**config.mk**
```make
export PLATFORM = sky130hd
export DESIGN_NAME = tpi_front
export DESIGN_NICKNAME = d
export VERILOG_FILES = /design/src/rtl/tpi_pkg.sv /design/src/rtl/tpi_front.sv
export SDC_FILE = /design/constraint.sdc
export NUM_CORES = 1
export LEC_CHECK = 0
export BUFFER_PORTS_ARGS = -buffer_cell sky130_fd_sc_hd__buf_2
export CORE_AREA = 10 10 55 57
export DETAILED_ROUTE_END_ITERATION = 16
export DIE_AREA = 0 0 65 67
export PLACE_DENSITY = 0.93
export SYNTH_ARGS = -nofsm -noshare
export SYNTH_HDL_FRONTEND = slang
export SYNTH_SLANG_ARGS = --single-unit
```
**constraint.sdc**
```tcl
create_clock -name vclk -period 3.07
set_input_delay 0.614 -clock vclk [all_inputs]
set_output_delay 0.614 -clock vclk [all_outputs]
set_load 0.01 [all_outputs]
```
**src/rtl/tpi_pkg.sv**
```systemverilog
// Shared types and constants for the topic posterior inference block
`timescale 1ns / 1ps
`default_nettype none

package tpi_pkg;

    localparam int ACC_BITS = 32;
    localparam int QBITS    = 17;
    localparam int QDEPTH   = 4;

    localparam logic [1:0] KIND_PRIOR = 2'd0;
    localparam logic [1:0] KIND_TABLE = 2'd1;
    localparam logic [1:0] KIND_WORD  = 2'd2;

    localparam logic REG_MODE  = 1'b0;
    localparam logic REG_VOCAB = 1'b1;

    localparam logic [12:0] VOCAB_RESET = 13'd4096;

    typedef enum logic [1:0] {
        CMD_PRIOR,
        CMD_TABLE,
        CMD_WORD
    } cmd_kind_t;

    typedef struct packed {
        cmd_kind_t   kind;
        logic [3:0]  topic;
        logic [15:0] word;
        logic [15:0] value;
        logic        in_range;
        logic        last;
    } cmd_t;

    typedef enum logic [4:0] {
        S_IDLE,
        S_WORD,
        S_INIT_RD,
        S_INIT_WR,
        S_P1_RD,
        S_P1_MUL,
        S_P1_ACC,
        S_P2_RD,
        S_P2_GO,
        S_P2_WAIT,
        S_P2_WR,
        S_WORD_END,
        S_T_RD,
        S_T_ACC,
        S_O_RD,
        S_O_GO,
        S_O_WAIT,
        S_O_SEND
    } back_state_t;

endpackage

`default_nettype wire

```
**src/rtl/tpi_front.sv**
```systemverilog
// Front end: accept input transactions, classify them and queue commands
`timescale 1ns / 1ps
`default_nettype none

module tpi_front #(
    parameter int TOPICS = 16,
    parameter int VOCAB  = 4096
) (
    input  wire logic         s_tvalid,
    output logic              s_tready,
    input  wire logic [1:0]   s_kind,
    input  wire logic [3:0]   s_topic,
    input  wire logic [15:0]  s_word,
    input  wire logic [15:0]  s_value,
    input  wire logic         s_last,
    input  wire logic [12:0]  vocab_in_use,
    input  wire logic         q_full,
    output logic              q_push,
    output tpi_pkg::cmd_t     q_cmd
);

    import tpi_pkg::*;

    logic topic_ok;
    logic keep;

    assign topic_ok = 32'(s_topic) < TOPICS;

    always_comb begin
        q_cmd.topic    = s_topic;
        q_cmd.word     = s_word;
        q_cmd.value    = s_value;
        q_cmd.last     = s_last;
        q_cmd.in_range = (32'(s_word) < 32'(vocab_in_use)) && (32'(s_word) < VOCAB);
        q_cmd.kind     = CMD_WORD;
        keep           = 1'b0;
        unique case (s_kind)
            KIND_PRIOR: begin
                q_cmd.kind = CMD_PRIOR;
                keep       = topic_ok;
            end
            KIND_TABLE: begin
                q_cmd.kind = CMD_TABLE;
                keep       = topic_ok && (32'(s_word) < VOCAB);
            end
            KIND_WORD: begin
                q_cmd.kind = CMD_WORD;
                keep       = 1'b1;
            end
            default: begin
                keep = 1'b0;
            end
        endcase
    end

    assign s_tready = !q_full;
    assign q_push   = s_tvalid && !q_full && keep;

endmodule

`default_nettype wire

```
# ---- Word level (Yosys, flattened, before mapping)
# Index checks and enable logic that the tools add are counted.
dict set report totals {
  word_cells 12
  in_bits 54
  reg_bits 0
  output_inout_bits 42
}
dict set report op_classes {
  n_reduce_logical 6
  eq_ne 2
  mux 2
  magnitude_cmp 2
}
# cell count
set ops {}
lappend ops {{$lt 16x13->1} 1}
lappend ops {{$lt 16x13->1 const B} 1}
lappend ops {{$pmux 2 s2} 1}
lappend ops {{$logic_and 1x1->1} 3}
lappend ops {{$eq 2x1->1 const B} 1}
lappend ops {{$eq 2x2->1 const B} 1}
lappend ops {{$logic_not 2->1} 1}
lappend ops {{$pmux 1 s2} 1}
lappend ops {{$reduce_or 2->1} 1}
lappend ops {{$logic_not 1->1} 1}

# ---- Depth between registers and ports, before layout
dict set report depth {
  depth_word 4
  mapped_depth 6
  mapped_depth_nobuf 6
}

# ---- Least setup slack after synthesis
# OpenSTA, ideal clock, no wires.
dict set report synth_path {
  kind {input to output}
  from {input vocab_in_use[5]}
  to {output q_cmd[1] in the netlist's numbering}
  n_path_buf 0
  slack_ns 0.647
  t_required_ns 2.456
  cell_stages 6
  arrival_time_ns 1.809
  path_cell_list {inv_1 ha_1 a21o_1 a21o_1 a221o_1 a31oi_1}
}
# element line
set synth_rtl {}
lappend synth_rtl {{start: declaration} tpi_front.sv:16} ;# input wire logic [12:0] vocab_in_use,
lappend synth_rtl {{end: declaration} tpi_front.sv:19} ;# output tpi_pkg::cmd_t q_cmd

==> impl_metrics.csv <==
group,metric,value,unit
drt,drtIter0Drc,4,
critical_path,critPathLaunchType,"input port",
worst_hold_path,hold_class,"in2out",
job,cap_violations,0,
global_route,grt_first_pass_wirelength,2.25,mm
yosys,synth_warnings,0,
global_route,overflow,0,
placed_design,port_buffers,54,
floorplan,die_area,4360,um2
placed_design,placed_cells,128,
drt,drc,0,
timing,drv_slew,0,
layout,stdcell_count,128,
critical_path,cp-endpoint,"q_cmd[1]",
power,ir_drop,31.5,uV
layout,drive_gt1_share,53.5,%
layout,area_growth,3.67,%
critical_path,critical_path.endpoint_type,"primary output",
power,internal_power,0.0403,mW
global_route,grt_max_degree,4,
timing,setup_viol,0,
layout,final_common_cell,"buf_2",
yosys,synth_cell_types,19,
critical_path,worstSetupPathType,"in2out",
floorplan,die_h,67,um
yosys,syn_area_per_cell,7.23,um2
critical_path,worst-path-max-fanout,2,
clock_tree,post_cts_resized,0,
outcome,status,"complete, no violations",
layout,diodes,0,
yosys,synth_cells,85,
layout,seq_cells,0,
power,p_leak,0.433,nW
timing,fin_crit_sh,86.6,%
drt,num_vias,543,
global_route,antenna_found_initial,0,
timing,setup_tns,0,ps
power,switching_power,0.0372,mW
clock_tree,post_cts_buffers,0,
yosys,ys_seq_area_share,0,%
timing,maxSlewHeadroom,87.4,%
drt,wl,1.57,mm
timing,fin_crit,2660,ps
power,power_switching_share,47.9,%
drt,avgViaCountPerCell,4.24,
critical_path,worst_ep_arrival_time,2040,ps
critical_path,path_cells,"buf_2 -> ha_1 -> a21o_1 -> a21o_1 -> a221o_1 -> a31oi_1 -> buf_2",
clock_tree,postCtsHoldBufs,0,
layout,num-nets-final,169,
drt,routedWlPerCell,12.3,um
worst_hold_path,worstHoldStart,"s_value[13]",
critical_path,cp_slowest_cell,"a221o_1",
placed_design,gp_congestion,0.707,
critical_path,worst-path-buf-inv,2,
floorplan,initial_core_util,31.6,%
global_route,grt_pass1_vias,558,
timing,finalHoldViolations,0,
critical_path,setup.worst_path.start,"s_word[5]",
floorplan,core-area,1940,um2
power,p_comb_share,100.0,%
yosys,syn_area,614,um2
critical_path,crit_cells,7,
worst_hold_path,worst_hold_path.num_cells,0,
timing,rsz0062_at_grt,"false",
layout,fill_cells,229,
power,p_clk_share,0,%
power,seqPwrFrac,0,%
critical_path,critical-path-top-delay-family,"compound AO/OA/AOI/OAI gates",
timing,worst_slew_pin_slew,187,ps
timing,hold_ws,1230,ps
floorplan,dieWidth,65,um
floorplan,pin_count,96,
layout,clockBufferCount,0,
critical_path,cpPeakStageDelay,350,ps
drt,ant_nets,0,
placed_design,postPlaceCellArea,637,um2
floorplan,row_count,16,
global_route,grt_use_total,5.86,%
power,p_per_area,122,nW/um2
timing,fmax,0.376,GHz
yosys,syn-num-nets,151,
layout,seqCellArea,0,um2
power,finalPower,0.0775,mW
critical_path,crit_required,2460,ps
layout,final_cell_mix,"54 x buf_2, 13 x inv_1, 12 x ha_1",
placed_design,place_hpwl,1.53,mm
layout,fin_area,637,um2
drt,dr.pass1.iters,2,
## layer usage
| metal | vias to the layer above | part of all wire (%) | track usage [%] |
|---|---|---|---|
| met4 | 0 | 0.64 | 0.535 |
| met1 | 226 | 32 | 4.60 |
| met5 | - | 0 | 0 |
| met2 | 42 | 49 | 11.6 |
| li1 | 271 | - | - |
| met3 | 4 | 18 | 4.52 |
## stage by stage
stage                     utilization [%]  setup WS, ps
after floorplan                         -           647
after global placement               32.8           458
after detailed placement             32.8           417
after CTS                            32.8           405
after global routing                 32.8           340
final                                32.8           412
## synthesized netlist by cell type, types with 2 or more instances
master,instances,area [um2]
ha_1,12,150
inv_1,13,48.8
a21oi_1,4,20.0
buf_4,37,278
o21ai_0,2,10.0
a21o_1,2,15.0
nand2_1,3,11.3
## how the worst min path moves through the flow
stage | end | slack [ps]
after floorplan | q_cmd[38] | 1270
after global placement | q_cmd[10] | 1230
after detailed placement | q_cmd[10] | 1230
after CTS | q_cmd[10] | 1230
after global routing | q_cmd[17] | 1230
final | q_cmd[15] | 1230
## power groups by stage
stage	clock network (mW)	registers (mW)	logic (mW)
after CTS	0	0	0.0801
final	0	0	0.0775
after floorplan	0	0	0.0794
after global placement	0	0	0.0777
after global routing	0	0	0.0890
after detailed placement	0	0	0.0798
## logic make-up after synthesis
kind of cell / count (synthesis) / synth area share [%]
compound gates: 11 / 11.8
simple gates: 11 / 9.98
fa+ha+maj: 12 / 24.4
buf+inv: 51 / 53.8
## area by class of cell
class	count	area (um2)	share of cell area (%)
Inverter	13	48.8	7.66
Multi-Input combinational cell	34	284	44.6
Tap cell	27	33.8	5.30
Timing Repair Buffer	54	270	42.4
(Power assumes the default switching activity.)
