## config.mk

```make
export PLATFORM = sky130hd
export DESIGN_NAME = tpi_queue
export DESIGN_NICKNAME = d
export VERILOG_FILES = /design/src/rtl/tpi_pkg.sv /design/src/rtl/tpi_queue.sv
export SDC_FILE = /design/constraint.sdc
export NUM_CORES = 1
export LEC_CHECK = 0
export ABC_AREA = 1
export BUFFER_PORTS_ARGS = -buffer_cell sky130_fd_sc_hd__buf_2
export CORE_MARGIN = 5
export CORE_UTILIZATION = 51
export CTS_CLUSTER_DIAMETER = 30
export DETAILED_ROUTE_END_ITERATION = 16
export GPL_ROUTABILITY_DRIVEN = 0
export GPL_TIMING_DRIVEN = 0
export PLACE_DENSITY = 0.75
export SETUP_SLACK_MARGIN = 0.3
export SYNTH_ARGS = -nofsm -noshare
export SYNTH_HDL_FRONTEND = slang
export SYNTH_SLANG_ARGS = --single-unit
export TNS_END_PERCENT = 30
```

## constraint.sdc

```tcl
create_clock -name aclk -period 1.97 [get_ports aclk]
set_clock_uncertainty 0.1 [all_clocks]
set_input_delay 0.2955 -clock aclk [delete_from_list [all_inputs] [get_ports aclk]]
set_output_delay 0.2955 -clock aclk [all_outputs]
set_load 0.05 [all_outputs]
```

## src/rtl/tpi_pkg.sv

```systemverilog
// Shared types and constants for the topic posterior inference block
`timescale 1ns / 1ps
`default_nettype none

package tpi_pkg;

    localparam int ACC_BITS = 32;
    localparam int QBITS    = 17;
    localparam int QDEPTH   = 4;

    localparam logic [1:0] KIND_PRIOR = 2'd0;
    localparam logic [1:0] KIND_TABLE = 2'd1;
    localparam logic [1:0] KIND_WORD  = 2'd2;

    localparam logic REG_MODE  = 1'b0;
    localparam logic REG_VOCAB = 1'b1;

    localparam logic [12:0] VOCAB_RESET = 13'd4096;

    typedef enum logic [1:0] {
        CMD_PRIOR,
        CMD_TABLE,
        CMD_WORD
    } cmd_kind_t;

    typedef struct packed {
        cmd_kind_t   kind;
        logic [3:0]  topic;
        logic [15:0] word;
        logic [15:0] value;
        logic        in_range;
        logic        last;
    } cmd_t;

    typedef enum logic [4:0] {
        S_IDLE,
        S_WORD,
        S_INIT_RD,
        S_INIT_WR,
        S_P1_RD,
        S_P1_MUL,
        S_P1_ACC,
        S_P2_RD,
        S_P2_GO,
        S_P2_WAIT,
        S_P2_WR,
        S_WORD_END,
        S_T_RD,
        S_T_ACC,
        S_O_RD,
        S_O_GO,
        S_O_WAIT,
        S_O_SEND
    } back_state_t;

endpackage

`default_nettype wire

```

## src/rtl/tpi_queue.sv

```systemverilog
// Command queue between front end and back end
`timescale 1ns / 1ps
`default_nettype none

module tpi_queue (
    input  wire logic          aclk,
    input  wire logic          aresetn,
    input  wire logic          push,
    input  tpi_pkg::cmd_t      push_cmd,
    input  wire logic          pop,
    output tpi_pkg::cmd_t      head,
    output logic               full,
    output logic               empty
);

    import tpi_pkg::*;

    localparam int PTRW = $clog2(QDEPTH);

    cmd_t            slot_reg [QDEPTH];
    logic [PTRW-1:0] wr_ptr_reg, wr_ptr_next;
    logic [PTRW-1:0] rd_ptr_reg, rd_ptr_next;
    logic [PTRW:0]   count_reg, count_next;

    assign full  = count_reg == (PTRW+1)'(QDEPTH);
    assign empty = count_reg == '0;
    assign head  = slot_reg[rd_ptr_reg];

    always_comb begin
        wr_ptr_next = push ? wr_ptr_reg + 1'b1 : wr_ptr_reg;
        rd_ptr_next = pop ? rd_ptr_reg + 1'b1 : rd_ptr_reg;
        count_next  = count_reg;
        if (push && !pop) begin
            count_next = count_reg + 1'b1;
        end else if (pop && !push) begin
            count_next = count_reg - 1'b1;
        end
    end

    always_ff @(posedge aclk) begin
        if (!aresetn) begin
            wr_ptr_reg <= '0;
            rd_ptr_reg <= '0;
            count_reg  <= '0;
        end else begin
            wr_ptr_reg <= wr_ptr_next;
            rd_ptr_reg <= rd_ptr_next;
            count_reg  <= count_next;
        end
    end

    always_ff @(posedge aclk) begin
        if (push) begin
            slot_reg[wr_ptr_reg] <= push_cmd;
        end
    end

endmodule

`default_nettype wire

```

# Word-level counts from Yosys, hierarchy flattened
# Memories as Yosys holds them, arrays and structs flattened. A register that Yosys moved wholly into a read port is not among the register bits.
# Index checks and enable logic that the tools add are counted.
# W data, S select, Z words.
[word_totals]
input_bits = 44
mem_bits_rw = 160
word_cells = 21
n_memories = 1
register_bits = 7
[memory_table]
columns = ["name", "words", "width", "rd", "rd_clocked_by_memory_dff", "write_ports", "line", "source"]
rows = [
  ["slot_reg", 4, 40, 1, 1, 1, "tpi_queue.sv:20", "cmd_t slot_reg [QDEPTH];"],
]
[op_classes]
add_sub_neg = 4
eq_ne = 1
muxes = 6
reduce_logical = 6
[op_table]
columns = ["cell", "n"]
rows = [
  ["$mux W3", 2],
  ["$add A2 B1 Y2 const B", 2],
  ["$mux W2", 2],
  ["$add A3 B1 Y3 const B", 1],
  ["$eq A3 B3 Y1 const B", 1],
  ["$logic_not A3 Y1", 1],
  ["$sub A3 B1 Y3 const B", 1],
  ["$logic_and A1 B1 Y1", 2],
  ["$logic_not A1 Y1", 2],
  ["$mux W1", 2],
  ["$reduce_bool A2 Y1", 1],
]

# Depth between registers and ports, before layout
[depth]
depth_word = 4
ltp_mapped = 10
depth_no_buf = 10

# Worst setup path after synthesis
# OpenSTA, ideal clock, no wires.
[synth_timing]
path_type = "reg2out"
from = "register (tool-made name)"
to = "output port head[10] (netlist name)"
setup_slack_ps = 100
required_time_ps = 1574
n_path_buf = 2
t_arrival_ps = 1475
stages_incl_launch_ff = 6
cell_sequence = "dfxtp_1 buf_6 inv_12 buf_8 o21ai_1 o22ai_1"
[synth_rtl]
columns = ["item", "line", "source"]
rows = [
  ["end: declaration", "tpi_queue.sv:11", "output tpi_pkg::cmd_t head,"],
]

==> summary.txt <==
Outcome
  • Outcome: complete, but fails checks
  • Failing checks: negative setup slack

Power and ir drop
  • PwrDens: a little under 1000 nW/um2
  • VDD IR max: approximately 0.00058 V
  • Combinational power share: 18.9%
  • Total design power: between 8 and 9 mW
  • Clock share of power: between 30 and 40%
  • Cell Int Power: about 6.6 mW
  • Net load switching power: between 2 and 2.5 mW
  • LEAKAGE: between 3 and 4 nW
  • Reg power frac: roughly 47%
  • Switching portion of total power: about a quarter

STA
  • Slew HR: 60.7%
  • Fmax: 495 MHz
  • Final hold violation count: 0
  • Worst slew pin tran: 0.589 ns
  • Min Clock Period, post-route: about 2 ns
  • Post-route setup slack: -0.0496 ns
  • Setup TNS: -0.344 ns
  • Setup violations, final: 15
  • Final Cycle Share: 103%
  • Final Max Tran Viols: 0
  • Hold slack: ~0.021 ns
  • Unrepaired setup endpoints after global routing: true

Critical path
  • R2R Path End: slot_reg[2][22]$_DFFE_PP_
  • Critical Path RT: roughly 1.6 ns
  • Reg2Reg Setup Slack: between 0.2 and 0.3 ns
  • Worst r2r src: wr_ptr_reg[0]$_SDFFE_PN0P_
  • Worst EP arrival: ~1.6 ns
  • CP Launch Type: register
  • CP Max Fanout: 8
  • CP endpoint kind: output pin
  • R2R cell count: 4
  • Crit path kind: reg -> out

Logic synthesis
  • Mapped Area: about 6500 um2
  • Post-Synthesis Cells: 445
  • Async SR Flop Fraction: 0%
  • Seq/Total Area, Yosys: roughly 77%
  • Post-synth cell types: 21
  • Yosys top cell area share: approximately 74%
  • Syn_nets: approximately 500
  • Warnings from Yosys: 0
  • Synth cell count leaders: edfxtp_1, nor2_1, o21ai_0
  • Count leader, synth: edfxtp_1
  • EDFF count, synth: between 150 and 200
  • Main synth FF type: edfxtp_1
  • Flops & latches, synth: around 170
  • Cell accounting for the most synthesized area: edfxtp_1
  • Dominant cells by area after synthesis: edfxtp_1, nor2_1, o22ai_1
  • Syn avg cell area: between 10 and 15 um2

Final layout
  • Layout cells sized above 1: about two fifths
  • Final core utilization: 73.3%
  • Final net count: about 660
  • Cell Count, Final, Fillers Out: just under 800
  • Area Overhead vs Synth: 41.9%
  • Max FFs per register: 160
  • Fin area: between 9000 and 10000 um2

Placement
  • Buffers on Ports: 85
  • Inst Count DP: ~700
  • DP Area: roughly 7300 um2
  • Post-place setup slack: -0.206 ns
  • Dpl hpwl: ~8.0 mm

Clock network
  • H-tree Lvls: 4
  • CTS max path bufs: 2
  • Root Buffer: clkbuf_16
  • Clk sink count: 169
  • CTS buffer count: 17
  • Clk slew on worst S/H paths: ~0.060 ns
  • CTS tree: yes
  • Worst skew pair latency: about 0.41 ns

Die
  • Initial Util: between 50% and 60%
  • Row count: 41
  • Die Span Y: 123 um
  • DIE WIDTH: ~120 um
  • Core Region: approximately 13000 um2
  • Top Ports: 86
  • Die ar.: ~15000 um2

Worst hold path
  • Hold Path Class: in -> reg
  • Hold Path Sink: slot_reg[0][29]$_DFFE_PP_
  • Hold Crit Depth: 1
  • Worst hold start: push_cmd[29]

Drt
  • Routed wire length: roughly 15 mm
  • DRT Pass-1 Iters: 5
  • Drt drc: 0
  • Via count: 4259
  • Avg WL per Cell: a little under 20 um
  • Post-route ant nets: 0
  • DRT iter0 DRCs: approximately 500
  • Via-to-Cell Ratio: roughly 5.4

Global route
  • Gr ovfl total: 0
  • Gr usage total: 20.5%
  • Antenna violations before repair: 1
  • First-pass GRT wire length: approximately 23 mm
  • Vias in the first global route: 4320
  • Largest net degree at the start of global routing: 25

Run
  • Max Cap Viol: 0
## cell type report
type | count | area [um2]
clock inverters | 4 | 45.0
repair buffers | 136 | 1320
fillers | 771 | 3350
plain buffers | 25 | 347
well taps | 172 | 215
inverters | 17 | 105
diodes | 1 | 2.50
multi-input cells | 234 | 1650
clock buffers | 27 | 493
repair inverters | 5 | 41.3
flip-flops and latches | 169 | 4990
## worst max-delay path by stage
stage | start | endpoint
2_1_floorplan | register | head[0]
3_3_place_gp | wr_ptr_reg[1]$_SDFFE_PN0P_ | slot_reg[1][11]$_DFFE_PP_
3_5_place_dp | wr_ptr_reg[0]$_SDFFE_PN0P_ | slot_reg[0][38]$_DFFE_PP_
4_1_cts | register | head[4]
5_1_grt | register | head[27]
6_report | register | head[21]
## what timing repair did
| action | in CTS | in global routing |
|---|---|---|
| buffers inserted | 2 | 0 |
| pin swaps | 28 | 27 |
| resized for setup | 135 | 97 |
| endpoints found under the hold margin | 153 | 0 |
| setup endpoints to repair | 143 | 125 |
| gates cloned | 9 | 4 |
| hold buffers | 39 | 0 |
## power groups by stage
stage          clock (mW)  sequential (mW)  combinational (mW)
2_1_floorplan           0             4.21               0.886
3_3_place_gp            0             4.22                1.20
3_5_place_dp            0             4.22                1.23
4_1_cts              3.06             4.15                1.54
5_1_grt              3.23             4.17                1.77
6_report             3.04             4.16                1.68
## layer usage
layer	wire [um]	GRT usage [%]	vias up
met5	0	0	-
li1	-	-	1978
met4	237	8.61	0
met2	7840	33.5	156
met3	873	4.52	20
met1	6480	26.7	2105
## worst max-delay path: stages (launching register included)
cell and delay, ns:
dfxtp_4 0.37, buf_12 0.16, clkinv_16 0.09, clkbuf_16 0.17
o21ai_1 0.15, o22ai_2 0.10, buf_6 0.16
## kinds of logic (layout without fill, tap and decap cells)
group           Yosys count  count (layout)  share of synthesized area, %
compound gates          130             130                          10.9
simple gates             98              98                          5.76
fa+ha+maj                 6               6                          1.27
flops                   169             169                          76.8
other cells               0               1                             0
buf+inv                  42             214                          5.28
## cell usage in the layout, fill, tap and decap left out, types with 4 or more instances in the layout
master and count:
dlygate4sd3_1 39, buf_12 12, buf_6 39, buf_4 14, o21ai_1 31, inv_1 9, nor2_1 65, a21oi_1 4
o21ai_2 33, o22ai_1 7, dfxtp_1 5, buf_2 43, clkinvlp_4 6, o22ai_2 32, o21ai_4 5, edfxtp_1 160
clkbuf_16 21, nor2_2 17, buf_8 6, o21ai_0 17, nand2_1 7, clkbuf_1 7
Power figures use the tool's default switching activity.
